### config.mk
export PLATFORM = sky130hd
export DESIGN_NAME = lge_cell_unit
export DESIGN_NICKNAME = d
export VERILOG_FILES = /design/src/hdl/lge_pkg.sv /design/src/hdl/lge_cell_unit.sv
export SDC_FILE = /design/constraint.sdc
export NUM_CORES = 1
export LEC_CHECK = 0
export BUFFER_PORTS_ARGS = -buffer_cell sky130_fd_sc_hd__buf_2
export CAP_MARGIN = 40
export CORE_UTILIZATION = 40
export DETAILED_ROUTE_END_ITERATION = 7
export GPL_TIMING_DRIVEN = 0
export PLACE_DENSITY_LB_ADDON = 0.05
export SYNTH_ARGS = -nofsm -noshare
export SYNTH_HDL_FRONTEND = slang
export SYNTH_SLANG_ARGS = --single-unit
### constraint.sdc
create_clock -name vclk -period 7
set_input_delay 1.05 -clock vclk [all_inputs]
set_output_delay 1.05 -clock vclk [all_outputs]
set_load 0.01 [all_outputs]
### src/hdl/lge_pkg.sv
// lge_pkg: shared types and constants for the life grid engine
// no dependencies; used by lge_row_mem, lge_cell_unit, the top level and the testbench files

package lge_pkg;

  localparam int DEF_MAX_ROWS = 64;
  localparam int DEF_MAX_COLS = 64;

  localparam int CFG_W     = 7;
  localparam int CFG_IDX_W = 2;
  localparam int COORD_W   = 6;
  localparam int COUNT_W   = 4;

  localparam logic [CFG_W-1:0] ROWS_RESET = CFG_W'(64);
  localparam logic [CFG_W-1:0] COLS_RESET = CFG_W'(64);

  localparam logic [COUNT_W-1:0] SURVIVE_CNT = COUNT_W'(2);
  localparam logic [COUNT_W-1:0] BIRTH_CNT   = COUNT_W'(3);

  localparam logic [CFG_IDX_W-1:0] REG_ROWS_IN_USE = CFG_IDX_W'(0);
  localparam logic [CFG_IDX_W-1:0] REG_COLS_IN_USE = CFG_IDX_W'(1);

  typedef enum logic [1:0] {
    OP_WRITE  = 2'd0,
    OP_TOGGLE = 2'd1,
    OP_READ   = 2'd2,
    OP_STEP   = 2'd3
  } op_t;

  typedef struct packed {
    op_t                opcode;
    logic [COORD_W-1:0] row;
    logic [COORD_W-1:0] col;
    logic               cell_value;
  } cmd_t;

  typedef struct packed {
    logic alive;
    logic in_range;
  } rsp_t;

  typedef struct packed {
    logic rd;
    logic wr;
  } mem_ctl_t;

endpackage

### src/hdl/lge_cell_unit.sv
// lge_cell_unit: shared B3/S23 rule unit for one cell of a three-row window
// picks the column, counts live neighbors, applies the rule; uses lge_pkg

module lge_cell_unit #(
  parameter int COLS = lge_pkg::DEF_MAX_COLS,
  parameter int EW   = 8
) (
  input  logic [COLS-1:0]         above,
  input  logic [COLS-1:0]         cur,
  input  logic [COLS-1:0]         below,
  input  logic [$clog2(COLS)-1:0] col,
  input  logic [EW-1:0]           ncols,
  output logic                    next_bit
);

  localparam int CAW = $clog2(COLS);

  logic                         has_left;
  logic                         has_right;
  logic [CAW-1:0]               lidx;
  logic [CAW-1:0]               ridx;
  logic [7:0]                   nbr;
  logic [lge_pkg::COUNT_W-1:0]  count;

  assign has_left  = (col != '0);
  assign has_right = ((EW'(col) + EW'(1)) < ncols);
  assign lidx      = col - CAW'(1);
  assign ridx      = col + CAW'(1);

  always_comb begin
    nbr[0] = has_left  ? above[lidx] : 1'b0;
    nbr[1] = above[col];
    nbr[2] = has_right ? above[ridx] : 1'b0;
    nbr[3] = has_left  ? cur[lidx]   : 1'b0;
    nbr[4] = has_right ? cur[ridx]   : 1'b0;
    nbr[5] = has_left  ? below[lidx] : 1'b0;
    nbr[6] = below[col];
    nbr[7] = has_right ? below[ridx] : 1'b0;
    count  = '0;
    for (int i = 0; i < 8; i++) begin
      count = count + lge_pkg::COUNT_W'(nbr[i]);
    end
  end

  assign next_bit = (count == lge_pkg::BIRTH_CNT) ||
                    (cur[col] && (count == lge_pkg::SURVIVE_CNT));

endmodule

==> results of run 1 <==
[logic make-up (layout without fill, tap and decap cells)]
group | Yosys count | count (layout) | synth area share, %
mux | 192 | 192 | 61.7
fa+ha+maj | 15 | 15 | 3.90
simple gates | 134 | 134 | 11.5
buf+inv | 78 | 312 | 7.09
xor+xnor | 11 | 11 | 2.60
compound gates | 100 | 100 | 13.2
[path summary, 6_finish.rpt]
check	start	end	slack [ns]	depth (start not counted)
hold / removal	col[5]	next_bit	3.01	5
setup / recovery	col[0]	next_bit	-0.06	25
[layout by cell type (no fill, tap or decap), drive strengths merged, types with 6 or more instances in the layout]
| cell | instances |
|---|---|
| a211oi | 6 |
| a21oi | 15 |
| a22oi | 6 |
| a311oi | 10 |
| a31oi | 14 |
| and3 | 10 |
| buf | 276 |
| clkbuf | 17 |
| ha | 11 |
| inv | 16 |
| mux2 | 8 |
| mux2i | 64 |
| mux4 | 120 |
| nand2 | 47 |
| nand3 | 15 |
| nand4 | 6 |
| nor2 | 29 |
| nor3 | 12 |
| o21ai | 9 |
| o31ai | 6 |
| xnor2 | 8 |
[power by group through the flow]
stage	Clock, mW	Sequential (mW)	Combinational [mW]
after global placement	0	0	0.676
final	0	0	0.771
after CTS	0	0	0.721
after detailed placement	0	0	0.679
after global routing	0	0	0.817
after floorplan	0	0	0.438
[per-stage QoR]
| step | std cells | setup WS, ns | utilization [%] | total power, mW | setup TNS [ns] |
|---|---|---|---|---|---|
| 2_1_floorplan | 530 | 0.0834 | - | 0.438 | 0 |
| 3_3_place_gp | 911 | -1.19 | 51.1 | 0.676 | -1.19 |
| 3_5_place_dp | 913 | -1.19 | 51.3 | 0.679 | -1.19 |
| 4_1_cts | 931 | 0.00394 | 53.8 | 0.721 | 0 |
| 5_1_grt | 940 | -0.222 | 54.5 | 0.817 | -0.222 |
| 6_report | 940 | -0.0624 | 54.5 | 0.771 | -0.0624 |
[layout make-up]
cell class	instances	area, um^2
buffer	57	413
fill	1262	6090
inverter	19	90.1
multi-input combinational	452	5300
tap	176	220
timing repair buffer	236	1290
[worst max-delay path, stage by stage]
cell and delay, ns:
buf_8 0.10, buf_12 0.13, buf_12 0.13, clkinv_8 0.04, ha_4 0.15, buf_4 0.15
xor2_4 0.20, buf_12 0.17, buf_4 0.12, buf_4 0.22, mux4_2 0.23, mux2i_1 0.08
a21oi_1 0.27, a31oi_4 0.13, fa_1 0.52, inv_2 0.04, fa_1 0.52, inv_2 0.04
fa_1 0.50, inv_1 0.05, ha_2 0.20, fa_2 0.54, nand2_1 0.06, a21oi_2 0.18
buf_2 0.17
[what timing repair did]
action                                  in CTS  in global routing
setup buffers                               18                 10
gates resized for setup                     52                 14
endpoints found under the setup margin       1                  1
pin swaps                                   10                 11
gates cloned                                 1                  0
[routing by layer]
| layer | global-route usage (%) | vias up |
|---|---|---|
| met5 | 0 | - |
| met4 | 13.6 | 2 |
| met3 | 8.13 | 74 |
| met2 | 59.8 | 555 |
| met1 | 50.3 | 3287 |
| li1 | - | 2706 |
==> flow_summary.toml, run 1 <==
[status]
outcome = "complete, but fails checks"
violations = "negative setup slack"

[pwr]
netSwitchingFraction_pct = 52.5
seqPwrFrac_pct = 0
p_int_uw = 366
p_switching_uw = 405
clkPwrFrac_pct = 0
p_comb_share_pct = 100.0
leakage_nw = 3.13
p_per_area_mw_per_mm2 = 106
ir_drop_uv = 55.1

[synth]
yosysTopAreaCell = "mux4_2"
synth_seq_area_share_pct = 0
ys_types = 62
synth.avg_cell_area_um2 = 10.5
synth_top_area_share_pct = 47.7
synth_cells = 530
syn_nets = 751
synth_top_cells_by_count = "mux4_2, mux2i_1, nand2_1"
yosysMostFrequentCell = "mux4_2"
synth_area_leaders = "mux4_2, mux2i_1, nand2_1"
ys_warn_count = 0
netlist_area_mm2 = 0.00558

[flow_run]
maxCapViolCount = 0

[min_path]
hp-class = "in2out"

[cells_and_area]
clkbuf_count = 0
diodes = 0
seqCellArea_um2 = 0
flops_and_latches = 0
areaGrowthSynthToFinish_pct = 31.0
design_area_mm2 = 0.00731
nNetsFinal = 987
drive_gt1_share_pct = 58.1

[floorplan]
rows = 42
fp.coreArea_mm2 = 0.0134
die-area_mm2 = 0.0144
dieWidth_um = 120
start_util_pct = 41.6
die_h_um = 120
ioPinCount = 207

[sta]
finalCritPeriodShare_pct = 101
rsz0062_at_grt = "true"
relSlewSlack_pct = 42.8
setup_viol = 1
fin_ws_ns = -0.0624
slew_violations = 0
hold_slack_ns = 3.01
timing.fmax_mhz = 142
worstMarginPinSlew_ns = 0.852
period_needed_ns = 7.06
final-hold-violation-count = 0

[place]
dpl_cell_area_mm2 = 0.00688
port_buffers = 205
hpwl_um = 21000
gp_congestion = 0.965

[routing]
dr_wl_met3_um = 3390
dr.pass1.iters = 6
dr.first_iter.drc_count = 723
wirelength_um = 27600
drtAntennaViolNets = 0
wirelength_met1_um = 10400
wl_met2_um = 12600
wl_per_cell_um = 29.4
highest_layer = "met5"
drc = 0
vias = 6624
vias_per_cell = 7.05

[global_routing]
first_global_vias = 6393
grt_first_pass_wirelength_um = 39700
track_usage_pct = 37.6
antenna_found_initial = 1
overflow = 0
grt_max_degree = 19

[worst_setup_path]
arrival_ns = 6.01
cp_max_fo = 10
critPathLaunchType = "input port"
critPathRequiredTime_ns = 5.95
critPathKind = "in2out"
endpoint_kind = "output port"

[clock_network]
hold_buffers = 0
Power figures use the tool's default switching activity.
==> run 2: changes to the inputs <==
clock period = 6.9 ns   (was 7 ns; I/O delays follow)
==> run 2 against run 1 <==
Against the previous run:
- the flow still finishes with violations (negative setup slack)
- worst hold slack worse by 0.026 ns
- total power up 1.5%
- utilization unchanged
- via count down 0.38%
- critical endpoint unchanged
==> flow_summary.toml, run 2 (synthesis gave the netlist of run 1 again) <==
[floorplan]
die_h_um = 120
rows = 42
start_util_pct = 41.6
dieWidth_um = 120
die-area_mm2 = 0.0144
ioPinCount = 207
fp.coreArea_mm2 = 0.0134

[routing]
dr.first_iter.drc_count = 761
dr_wl_met3_um = 3370
wl_per_cell_um = 29.3
drc = 0
wl_met2_um = 12500
vias_per_cell = 7.02
vias = 6599
wirelength_met1_um = 10400
drtAntennaViolNets = 0
dr.pass1.iters = 5
highest_layer = "met5"
wirelength_um = 27600

[sta]
slew_violations = 0
worstMarginPinSlew_ns = 0.858
timing.fmax_mhz = 142
rsz0062_at_grt = "true"
period_needed_ns = 7.02
final-hold-violation-count = 0
finalCritPeriodShare_pct = 102
fin_ws_ns = -0.124
finalSetupTns_ns = -0.124
relSlewSlack_pct = 42.4
setup_viol = 1

[place]
placedCellCount = 913
dpl_cell_area_mm2 = 0.00688
hpwl_um = 21000
gp_congestion = 0.965
port_buffers = 205

[cells_and_area]
drive_gt1_share_pct = 58.1
diodes = 0
final_cells = 940
seqCellArea_um2 = 0
design_area_mm2 = 0.00731
layout_commonest_cell = "buf_2"
fin_util_pct = 54.5
clkbuf_count = 0
nNetsFinal = 987
areaGrowthSynthToFinish_pct = 31.0
n_fill_cell = 1262
mostFrequentLayoutCells = "buf_2, mux4_2, mux2i_1, nand2_1, buf_4"
multi_input_area_mm2 = 0.00530
flops_and_latches = 0

[status]
outcome = "complete, but fails checks"
violations = "negative setup slack"

[worst_setup_path]
critPathLaunch = "col[0]"
critPathLaunchType = "input port"
cp_max_fo = 10
endpoint_kind = "output port"
critPathKind = "in2out"
arrival_ns = 5.99
critPathRequiredTime_ns = 5.86
crit_end = "next_bit"

[global_routing]
grt_first_pass_wirelength_um = 39700
track_usage_pct = 37.6
antenna_found_initial = 1
first_global_vias = 6393
grt_max_degree = 19
overflow = 0

[min_path]
min_path_cells = 5
hp-class = "in2out"

[pwr]
netSwitchingFraction_pct = 52.5
p_int_uw = 371
p_comb_share_pct = 100.0
seqPwrFrac_pct = 0
p_per_area_mw_per_mm2 = 107
p_switching_uw = 411
ir_drop_uv = 55.8
clkPwrFrac_pct = 0
finalPower_uw = 782
leakage_nw = 3.13

[flow_run]
maxCapViolCount = 0
-- run 2: critical path, stage by stage --
cell and delay, ns:
buf_8 0.10, buf_12 0.13, buf_12 0.13, clkinv_8 0.04, ha_4 0.15, buf_4 0.15
xor2_4 0.20, buf_12 0.17, buf_4 0.12, buf_4 0.22, mux4_2 0.22, mux2i_1 0.08
a21oi_1 0.27, a31oi_4 0.13, fa_1 0.52, inv_2 0.04, fa_1 0.52, inv_2 0.04
fa_1 0.51, inv_1 0.05, ha_2 0.20, fa_2 0.54, nand2_1 0.06, a21oi_2 0.18
buf_2 0.17
-- run 2: layout make-up --
cell class | instances | share of cell area [%]
Tap cell | 176 | 3.01
Buffer | 57 | 5.65
Inverter | 19 | 1.23
Multi-Input combinational cell | 452 | 72.5
Timing Repair Buffer | 236 | 17.6
-- run 2: repair_timing --
| action | 4_1_cts | 5_1_grt |
|---|---|---|
| pin swaps | 10 | 10 |
| resized for setup | 53 | 13 |
| hold buffers | 0 | 0 |
| gates cloned | 1 | 0 |
| endpoints found under the setup margin | 1 | 1 |
| setup buffers | 18 | 10 |
| endpoints found under the hold margin | 0 | 0 |
-- run 2: worst min-delay path by stage --
stage,start,to,slack (ns)
global route,col[5],next_bit,3.06
floorplan,col[5],next_bit,2.52
finish,col[5],next_bit,2.98
global placement,col[5],next_bit,2.95
CTS,col[5],next_bit,2.99
detailed placement,col[5],next_bit,2.98
-- run 2: per-stage QoR --
| step | setup WS [ns] | hold WS, ns |
|---|---|---|
| final | -0.124 | 2.98 |
| after floorplan | 0.0134 | 2.52 |
| after CTS | -0.0563 | 2.99 |
| after detailed placement | -1.26 | 2.98 |
| after global placement | -1.26 | 2.95 |
| after global routing | -0.292 | 3.06 |
-- run 2: routing by layer --
metal,up-vias,GRT usage [%]
met5,-,0
met4,2,13.6
met3,75,8.13
met2,544,59.8
met1,3275,50.3
li1,2703,-
-- run 2: power groups by stage --
stage	clock, mW	sequential (mW)	combinational [mW]
floorplan	0	0	0.444
global placement	0	0	0.686
detailed placement	0	0	0.688
CTS	0	0	0.732
global route	0	0	0.829
finish	0	0	0.782
